### src/rtl/r64tlv_pkg.sv
// ============================================================================
// r64tlv_pkg: shared types and constants for the Route64 TLV decoder
// Transaction structs for both channels, the internal command record that
// travels from the classifier to the result formatter, and status codes.
// ============================================================================
package r64tlv_pkg;

    // Number of router mask bytes that follow the ID sequence byte.
    localparam int MASK_BYTES = 8;
    // Byte position value that marks a complete header.
    localparam int HDR_END    = MASK_BYTES + 1;
    localparam int POS_W      = 4;
    localparam int MASK_W     = 64;
    localparam int RID_W      = 6;

    // Depth of the queue between the classifier and the formatter.
    localparam int Q_DEPTH    = 4;
    localparam int QPTR_W     = $clog2(Q_DEPTH);
    localparam int QCNT_W     = $clog2(Q_DEPTH + 1);

    localparam logic [1:0] STATUS_OK        = 2'd0;
    localparam logic [1:0] STATUS_TOO_SHORT = 2'd1;
    localparam logic [1:0] STATUS_MISMATCH  = 2'd2;

    typedef struct packed {
        logic [7:0] data_byte;
        logic       last;
    } t_in;

    typedef struct packed {
        logic             entry_valid;
        logic [RID_W-1:0] rtr_idx;
        logic [1:0]       outgoing_quality;
        logic [1:0]       incoming_quality;
        logic [3:0]       link_cost;
        logic [7:0]       seq_id;
        logic             done_res;
        logic [1:0]       status;
    } t_out;

    // Classified transaction handed from the front to the back.
    typedef struct packed {
        logic             entry;
        logic             done;
        logic [RID_W-1:0] rid;
        logic [7:0]       route_byte;
        logic [7:0]       seq;
        logic [1:0]       status;
    } t_cmd;

endpackage

### src/rtl/r64tlv_front.sv
// ============================================================================
// r64tlv_front: header parser and route byte classifier
// Tracks the byte position, captures the ID sequence and router mask, pairs
// each route byte with the next set mask bit and decides the final status.
// ============================================================================
module r64tlv_front (
    input  logic                 i_clk,
    input  logic                 i_rst_n,
    input  logic                 i_in_valid,
    input  r64tlv_pkg::t_in      i_in_data,
    input  logic                 i_full,
    output logic                 o_in_stall,
    output logic                 o_push,
    output r64tlv_pkg::t_cmd     o_cmd
);

    logic [r64tlv_pkg::POS_W-1:0]  r_pos,  n_pos;
    logic [7:0]                    r_seq,  n_seq;
    logic [r64tlv_pkg::MASK_W-1:0] r_mask, n_mask;
    logic                          r_mm,   n_mm;

    logic                          accept;
    logic                          entry;
    logic [r64tlv_pkg::RID_W-1:0]  rid;
    logic [r64tlv_pkg::RID_W-1:0]  ins_idx;
    logic [r64tlv_pkg::RID_W-1:0]  clr_idx;
    logic [1:0]                    status;

    assign o_in_stall = i_full;
    assign accept     = i_in_valid && !i_full;

    // Lowest-numbered router whose mask bit is still set (router r is bit 63-r).
    always_comb begin
        rid = '0;
        for (int i = r64tlv_pkg::MASK_W - 1; i >= 0; i--) begin
            if (r_mask[r64tlv_pkg::MASK_W - 1 - i]) begin
                rid = r64tlv_pkg::RID_W'(i);
            end
        end
    end

    // Top bit of the slot that mask byte number r_pos fills.
    assign ins_idx = r64tlv_pkg::RID_W'(r64tlv_pkg::MASK_W - 1)
                   - r64tlv_pkg::RID_W'({r_pos - 1'b1, 3'b000});
    assign clr_idx = r64tlv_pkg::RID_W'(r64tlv_pkg::MASK_W - 1) - rid;

    always_comb begin
        n_pos  = r_pos;
        n_seq  = r_seq;
        n_mask = r_mask;
        n_mm   = r_mm;
        entry  = 1'b0;
        status = r64tlv_pkg::STATUS_OK;

        if (r_pos == '0) begin
            n_seq  = i_in_data.data_byte;
            n_mask = '0;
            n_mm   = 1'b0;
            n_pos  = r64tlv_pkg::POS_W'(1);
        end else if (r_pos < r64tlv_pkg::POS_W'(r64tlv_pkg::HDR_END)) begin
            n_mask[ins_idx -: 8] = r_mask[ins_idx -: 8] | i_in_data.data_byte;
            n_pos = r_pos + 1'b1;
        end else if (r_mask != '0) begin
            n_mask[clr_idx] = 1'b0;
            entry = 1'b1;
        end else begin
            n_mm = 1'b1;
        end

        if (i_in_data.last) begin
            if (n_pos < r64tlv_pkg::POS_W'(r64tlv_pkg::HDR_END)) begin
                status = r64tlv_pkg::STATUS_TOO_SHORT;
            end else if (n_mm || n_mask != '0) begin
                status = r64tlv_pkg::STATUS_MISMATCH;
            end else begin
                status = r64tlv_pkg::STATUS_OK;
            end
        end
    end

    assign o_push           = accept && (entry || i_in_data.last);
    assign o_cmd.entry      = entry;
    assign o_cmd.done       = i_in_data.last;
    assign o_cmd.rid        = entry ? rid : '0;
    assign o_cmd.route_byte = i_in_data.data_byte;
    assign o_cmd.seq        = n_seq;
    assign o_cmd.status     = status;

    always_ff @(posedge i_clk) begin
        if (!i_rst_n) begin
            r_pos  <= '0;
            r_seq  <= '0;
            r_mask <= '0;
            r_mm   <= 1'b0;
        end else if (accept) begin
            if (i_in_data.last) begin
                r_pos  <= '0;
                r_seq  <= '0;
                r_mask <= '0;
                r_mm   <= 1'b0;
            end else begin
                r_pos  <= n_pos;
                r_seq  <= n_seq;
                r_mask <= n_mask;
                r_mm   <= n_mm;
            end
        end
    end

    a_pos_range: assert property (@(posedge i_clk) disable iff (!i_rst_n)
        r_pos <= r64tlv_pkg::POS_W'(r64tlv_pkg::HDR_END))
        else $error("byte position beyond header end");

    a_fresh_tlv_clean: assert property (@(posedge i_clk) disable iff (!i_rst_n)
        (r_pos == '0) |-> (r_mask == '0 && !r_mm))
        else $error("stale mask or mismatch flag at start of TLV");

    a_entry_after_header: assert property (@(posedge i_clk) disable iff (!i_rst_n)
        (o_push && o_cmd.entry) |-> (r_pos == r64tlv_pkg::POS_W'(r64tlv_pkg::HDR_END)))
        else $error("route entry produced before header completed");

endmodule

### src/rtl/r64tlv_fifo.sv
// ============================================================================
// r64tlv_fifo: command queue between classifier and formatter
// Small register queue that lets the front keep taking bytes while the
// back waits on a stalled output.
// ============================================================================
module r64tlv_fifo (
    input  logic             i_clk,
    input  logic             i_rst_n,
    input  logic             i_push,
    input  r64tlv_pkg::t_cmd i_push_data,
    input  logic             i_pop,
    output r64tlv_pkg::t_cmd o_pop_data,
    output logic             o_empty,
    output logic             o_full
);

    r64tlv_pkg::t_cmd                r_mem [r64tlv_pkg::Q_DEPTH];
    logic [r64tlv_pkg::QPTR_W-1:0]   r_wptr;
    logic [r64tlv_pkg::QPTR_W-1:0]   r_rptr;
    logic [r64tlv_pkg::QCNT_W-1:0]   r_count;

    assign o_empty    = (r_count == '0);
    assign o_full     = (r_count == r64tlv_pkg::QCNT_W'(r64tlv_pkg::Q_DEPTH));
    assign o_pop_data = r_mem[r_rptr];

    always_ff @(posedge i_clk) begin
        if (i_push) begin
            r_mem[r_wptr] <= i_push_data;
        end
    end

    always_ff @(posedge i_clk) begin
        if (!i_rst_n) begin
            r_wptr  <= '0;
            r_rptr  <= '0;
            r_count <= '0;
        end else begin
            if (i_push) begin
                r_wptr <= r_wptr + 1'b1;
            end
            if (i_pop) begin
                r_rptr <= r_rptr + 1'b1;
            end
            if (i_push && !i_pop) begin
                r_count <= r_count + 1'b1;
            end else if (i_pop && !i_push) begin
                r_count <= r_count - 1'b1;
            end
        end
    end

    a_no_overflow: assert property (@(posedge i_clk) disable iff (!i_rst_n)
        i_push |-> !o_full)
        else $error("push into full queue");

    a_no_underflow: assert property (@(posedge i_clk) disable iff (!i_rst_n)
        i_pop |-> !o_empty)
        else $error("pop from empty queue");

    a_count_range: assert property (@(posedge i_clk) disable iff (!i_rst_n)
        r_count <= r64tlv_pkg::QCNT_W'(r64tlv_pkg::Q_DEPTH))
        else $error("queue count out of range");

endmodule

### src/rtl/r64tlv_back.sv
// ============================================================================
// r64tlv_back: result formatter and output register
// Takes classified transactions from the queue, splits route bytes into
// link qualities and cost, and holds each result until it is taken.
// ============================================================================
module r64tlv_back (
    input  logic             i_clk,
    input  logic             i_rst_n,
    input  logic             i_empty,
    input  r64tlv_pkg::t_cmd i_cmd,
    output logic             o_pop,
    output logic             o_out_valid,
    input  logic             i_out_stall,
    output r64tlv_pkg::t_out o_out_data
);

    logic             r_out_valid;
    r64tlv_pkg::t_out r_out;
    r64tlv_pkg::t_out n_out;

    assign o_pop = !i_empty && (!r_out_valid || !i_out_stall);

    always_comb begin
        n_out             = '0;
        n_out.entry_valid = i_cmd.entry;
        n_out.seq_id      = i_cmd.seq;
        n_out.done_res    = i_cmd.done;
        if (i_cmd.entry) begin
            n_out.rtr_idx          = i_cmd.rid;
            n_out.outgoing_quality = i_cmd.route_byte[7:6];
            n_out.incoming_quality = i_cmd.route_byte[5:4];
            n_out.link_cost        = i_cmd.route_byte[3:0];
        end
        if (i_cmd.done) begin
            n_out.status = i_cmd.status;
        end
    end

    always_ff @(posedge i_clk) begin
        if (!i_rst_n) begin
            r_out_valid <= 1'b0;
        end else if (o_pop) begin
            r_out_valid <= 1'b1;
        end else if (!i_out_stall) begin
            r_out_valid <= 1'b0;
        end
    end

    always_ff @(posedge i_clk) begin
        if (o_pop) begin
            r_out <= n_out;
        end
    end

    assign o_out_valid = r_out_valid;
    assign o_out_data  = r_out;

    a_result_has_cause: assert property (@(posedge i_clk) disable iff (!i_rst_n)
        r_out_valid |-> (r_out.entry_valid || r_out.done_res))
        else $error("result carries neither entry nor end of TLV");

    a_status_only_on_done: assert property (@(posedge i_clk) disable iff (!i_rst_n)
        (r_out_valid && !r_out.done_res) |-> (r_out.status == r64tlv_pkg::STATUS_OK))
        else $error("status reported on a result that does not end the TLV");

    a_no_entry_fields: assert property (@(posedge i_clk) disable iff (!i_rst_n)
        (r_out_valid && !r_out.entry_valid) |-> (r_out.rtr_idx == '0 &&
            r_out.link_cost == '0))
        else $error("route fields set on result without entry");

endmodule

### src/rtl/route64_tlv_decoder_top.sv
// A byte that yields a result is pushed into the queue and then popped into
// the output register; header bytes that are not last produce no result.
// Throughput: one byte per cycle unless the queue is full, set by a
// combinational priority encoder pairing a route byte with the next mask bit.
// Reset: i_rst_n is synchronous and active low; it empties the queue, drops
// any pending result and returns the parser to byte 0 of a new TLV.
// ============================================================================
// route64_tlv_decoder_top: byte-serial Route64 TLV value decoder
// Byte 0 carries the ID sequence, the next bytes form a 64-bit router mask,
// and each later byte is a route byte, decoded into a route entry while set mask bits remain.
// ============================================================================
module route64_tlv_decoder_top (
    input  logic             i_clk,
    input  logic             i_rst_n,
    // Input channel: one TLV value byte per transaction.
    input  logic             i_in_valid,
    output logic             o_in_stall,
    input  r64tlv_pkg::t_in  i_in_data,
    // Output channel: one decoded entry and/or end-of-TLV status per transaction.
    output logic             o_out_valid,
    input  logic             i_out_stall,
    output r64tlv_pkg::t_out o_out_data
);

    // The front classifies every accepted byte and pushes a command only when
    // the byte yields a result: a paired route byte, or the last byte.
    logic             push;
    r64tlv_pkg::t_cmd push_cmd;

    // The queue decouples the front from a stalled output; the front stalls
    // the input only when the queue is full, which is a registered condition
    // and so never depends on the input valid.
    logic             pop;
    r64tlv_pkg::t_cmd pop_cmd;
    logic             q_empty;
    logic             q_full;

    r64tlv_front u_front (
        .i_clk      (i_clk),
        .i_rst_n    (i_rst_n),
        .i_in_valid (i_in_valid),
        .i_in_data  (i_in_data),
        .i_full     (q_full),
        .o_in_stall (o_in_stall),
        .o_push     (push),
        .o_cmd      (push_cmd)
    );

    r64tlv_fifo u_fifo (
        .i_clk       (i_clk),
        .i_rst_n     (i_rst_n),
        .i_push      (push),
        .i_push_data (push_cmd),
        .i_pop       (pop),
        .o_pop_data  (pop_cmd),
        .o_empty     (q_empty),
        .o_full      (q_full)
    );

    // The back drains the queue into an output register; it refills that
    // register in the same cycle its current transaction is taken.
    r64tlv_back u_back (
        .i_clk       (i_clk),
        .i_rst_n     (i_rst_n),
        .i_empty     (q_empty),
        .i_cmd       (pop_cmd),
        .o_pop       (pop),
        .o_out_valid (o_out_valid),
        .i_out_stall (i_out_stall),
        .o_out_data  (o_out_data)
    );

    // An accepted last byte always pushes a command, so the end of every TLV
    // reaches the output.
    a_last_pushes: assert property (@(posedge i_clk) disable iff (!i_rst_n)
        (i_in_valid && !o_in_stall && i_in_data.last) |-> push)
        else $error("last byte accepted without a result");

    // A pushed command shows up as a result no sooner than the next cycle.
    a_out_follows_queue: assert property (@(posedge i_clk) disable iff (!i_rst_n)
        $rose(o_out_valid) |-> $past(pop))
        else $error("result appeared without a queue pop");

    // Nothing is pushed while no byte is accepted.
    a_push_needs_accept: assert property (@(posedge i_clk) disable iff (!i_rst_n)
        push |-> (i_in_valid && !o_in_stall))
        else $error("command pushed without an accepted byte");

endmodule

### config.mk
export PLATFORM = sky130hd
export DESIGN_NAME = route64_tlv_decoder_top
export DESIGN_NICKNAME = d
export VERILOG_FILES = /design/src/rtl/r64tlv_pkg.sv /design/src/rtl/r64tlv_front.sv /design/src/rtl/r64tlv_fifo.sv /design/src/rtl/r64tlv_back.sv /design/src/rtl/route64_tlv_decoder_top.sv
export SDC_FILE = /design/constraint.sdc
export NUM_CORES = 1
export LEC_CHECK = 0
export BUFFER_PORTS_ARGS = -buffer_cell sky130_fd_sc_hd__buf_4
export CAP_MARGIN = 20
export CELL_PAD_IN_SITES_DETAIL_PLACEMENT = 1
export CELL_PAD_IN_SITES_GLOBAL_PLACEMENT = 1
export CORE_MARGIN = 2
export CORE_UTILIZATION = 23
export CTS_BUF_LIST = sky130_fd_sc_hd__clkbuf_16
export CTS_CLUSTER_DIAMETER = 60
export DETAILED_ROUTE_END_ITERATION = 10
export GPL_TIMING_DRIVEN = 0
export PLACE_DENSITY_LB_ADDON = 0.1
export SYNTH_ARGS = -nofsm -noshare
export SYNTH_HDL_FRONTEND = slang
export SYNTH_SLANG_ARGS = --single-unit
### constraint.sdc
create_clock -name i_clk -period 4.8 [get_ports i_clk]
set_input_delay 0 -clock i_clk [delete_from_list [all_inputs] [get_ports i_clk]]
set_output_delay 0 -clock i_clk [all_outputs]
set_load 0.005 [all_outputs]
==> reports/qor.txt <==
Status: complete, but fails checks
Failing checks: setup timing
Final worst slack: -0.134 ns
Sw power: 1.89 mW
WL/cell: 31.0 um
Drt first pass iters: 5
Hold Path Depth: 4
Slew margin rel.: 0.215
CP dominant cell by count: o21ai_1
Max VDD drop: 259 uV
Power Density: 398 mW/mm^2
CP Capture Type: flop
Power share of the combinational group: 0.246
Slew @ Worst Pin: 1.18 ns
Fin. max-slew vios: 0
Endpoints failing setup: 4
Synth async-reset ratio: 0
Initial Utilization: 0.232
Post-Layout Cell Count: 2017
Register-to-Register Path Depth: 10
Initial DRC Count: 945
WP data arrival: 5.19 ns
Crit-path cells: or4_1 -> nor3_2 -> o21ai_1 -> a21oi_4 -> a31oi_4 -> o21ai_1 -> nand2_1 -> or4b_1 -> nor4_4 -> a31oi_2
Core box area: 0.0526 mm^2
Final Critical Period: 4.93 ns
Unique masters post-synth: 96
Slowest-stage cell, CP: or4_1
Post-synth EDFFs: 130
Switching Fraction: 0.315
Clock Sinks: 217
CP max FO: 8
PortBufs: 39
Syn Inst Count: 1205
Routed WL: 62500 um
Vias in the first global route: 11400
Synth Warn #: 0
Worst EP required: 5.05 ns
H-tree depth: 1
Internal Pwr Total: 4.11 mW
Clock network power share: 0.372
Clock Path Buffers: 3
Vias: 11100
Share of post-route cells with drive strength above 1: 0.203
Latest clock arrival within the worst-skew pair: 0.62 ns
Crit path largest cell delay: 0.74 ns
I/O pin count: 41
Sequential area share after synthesis: 0.462
Post-placement cell count: 1938
Cell Area, Placed: 0.0135 mm^2
Flop pwr share: 0.382
Die width: 234 um
Die ar.: 0.0550 mm^2
Layout area overhead: 23.3%
Fmax: 203 MHz
Clk_skew: 0.0415 ns
Pin count of the biggest net entering global routing: 27
Tcrit/Tclk final: 1.03
Mapped Avg Cell Area: 10.1 um^2
Placer congestion estimate: 0.944
Residual DRC: 0
# nets final: 1327
CP Launch Type: flop
Antenna violations before repair: 2
Final ANT Viol Nets: 0
Hold Crit Class: in -> reg
Root Driver: clkbuf_16
Dpl hpwl: 44900 um
Filler cells: 5895
Reg2Reg Setup Slack: -0.13 ns
Critical path type: reg -> reg
Synthesized net count: 1230
Mapped Area: 0.0122 mm^2
First-pass GRT wire length: 87700 um
GR Util All Layers: 0.227
Final hold vios: 0
Clk slew on worst S/H paths: 0.06 ns
Leak pwr: 5.07 nW
MaxCap Viol Count: 0
Vias per std cell: 5.52
Total CTS buffers: 31
Die height: 234 um
Seq cells post-synth: 217
CTS tree: done
Design area: 0.0151 mm^2
Total congestion overflow: 0
Num rows: 84
Predominant post-synthesis flop cell: edfxtp_1
[layout make-up]
cell class	instances	area [um^2]	area share
diodes	2	5.00	0.000332
repair buffers	68	558	0.0370
well taps	688	861	0.0571
multi-input cells	867	6430	0.427
clock inverters	27	214	0.0142
inverters	29	113	0.00748
flip-flops and latches	217	5650	0.375
plain buffers	88	462	0.0306
clock buffers	31	776	0.0515
[per-layer routing]
| metal | routed length (um) | track usage |
|---|---|---|
| met1 | 26800 | 0.299 |
| met4 | 3680 | 0.116 |
| met3 | 3760 | 0.0354 |
| met2 | 28200 | 0.360 |
| met5 | 26 | 0 |
[logic make-up after synthesis]
group | after synthesis | share of synthesized area
multiplexers | 54 | 0.0886
buffers and inverters | 121 | 0.0415
XOR/XNOR | 8 | 0.00635
AND/OR/NAND/NOR | 454 | 0.202
adder cells (fa/ha/maj) | 12 | 0.0129
AO/OA/AOI/OAI | 339 | 0.186
flip-flops | 217 | 0.462
[cell usage in the layout (no fill, tap or decap), types with 6 or more instances in the layout]
| cell | count |
|---|---|
| dfxtp_1 | 86 |
| a21oi_1 | 64 |
| or3_1 | 10 |
| inv_1 | 29 |
| nor2_1 | 64 |
| ha_1 | 10 |
| dlygate4sd3_1 | 11 |
| nand2_1 | 105 |
| mux4_2 | 41 |
| a211oi_1 | 7 |
| nor3_1 | 46 |
| nand3_1 | 15 |
| nor2b_1 | 73 |
| edfxtp_1 | 130 |
| a31oi_1 | 24 |
| clkbuf_1 | 49 |
| or4_1 | 15 |
| nor4_1 | 20 |
| a21boi_0 | 24 |
| o21ai_1 | 9 |
| buf_4 | 62 |
| nand2b_1 | 8 |
| buf_2 | 14 |
| clkinv_1 | 9 |
| a21o_1 | 11 |
| and2_1 | 22 |
| inv_6 | 6 |
| nand4_1 | 12 |
| o21ai_0 | 73 |
| nor3_2 | 7 |
| nor4_4 | 6 |
| a22oi_1 | 31 |
| clkbuf_16 | 31 |
| and3_1 | 7 |
| mux2_2 | 10 |
[Yosys cell counts (all sizes together) (8+ instances only)]
master	instances	area [um^2]
or4	18	146
a31oi	29	196
edfxtp	130	3900
mux2	10	113
a21oi	68	352
a21o	11	82.6
nand4	12	75.1
mux4	42	950
nor4	30	228
a21boi	24	180
nand2	110	430
ha	11	138
nand2b	8	50.1
nor3	57	297
a22oi	31	233
nor2	69	264
a211oi	9	72.6
inv	28	105
clkbuf	63	236
buf	29	161
or3	10	62.6
and3	8	51.3
and2	27	169
dfxtp	87	1740
o21ai	84	428
nor2b	73	457
nand3	17	103
[worst max-delay path, delay by kind of cell, from the launching register on]
kind / cells / cell delay [ns]
and+or+nand+nor: 5 / 2.45
AOI/OAI and AO/OA: 5 / 1.64
DFF: 1 / 0.45
[stage by stage]
stage | utilization | power (mW) | setup WS, ns | TNS [ns] | hold slack [ns]
CTS | 0.283 | 6.08 | 0.00448 | 0 | 0.234
floorplan | - | 3.07 | 0.361 | 0 | 0.0989
finish | 0.287 | 6.00 | -0.134 | -0.532 | 0.262
detailed placement | 0.256 | 3.74 | -2.34 | -244.31 | 0.311
global route | 0.287 | 6.28 | -0.00737 | -0.0287 | 0.263
global placement | 0.254 | 3.70 | -2.40 | -314.51 | 0.289
[state kept, by name, summed over array words and instances (netlist names), named ones only]
register / count
u_front.r_pos: 4
u_back.o_out_data: 26
u_front.r_mm: 1
u_fifo.r_count: 3
u_fifo.r_rptr: 2
u_fifo.r_mem: 104
u_front.r_mask: 64
u_fifo.r_wptr: 2
u_back.o_out_valid: 1
u_front.r_seq: 8
[what timing repair did]
item                                    CTS  global route
resized for setup                        66            35
pin swaps                                 5             7
endpoints found under the setup margin  189             5
cloned                                    0             1
hold buffers                             11             0
buffers inserted                          5             6
hold endpoints to repair                131             0
[path summary, 6_finish.rpt]
check,start,endpoint
worst max-delay path,u_front.r_mask[41],u_fifo.r_mem[0][1]
worst min-delay path,i_out_stall,u_back.o_out_valid
worst max register to register,u_front.r_mask[41],u_fifo.r_mem[0][1]
worst min register to register,u_front.r_mm,u_front.r_mm
[power by group through the flow]
| stage | clock (mW) | sequential (mW) | combinational [mW] |
|---|---|---|---|
| floorplan | 0 | 2.34 | 0.724 |
| global placement | 0 | 2.34 | 1.36 |
| detailed placement | 0 | 2.33 | 1.40 |
| CTS | 2.32 | 2.30 | 1.47 |
| global route | 2.37 | 2.32 | 1.59 |
| finish | 2.23 | 2.29 | 1.48 |
No activity file was read; power rests on OpenSTA's default activity.
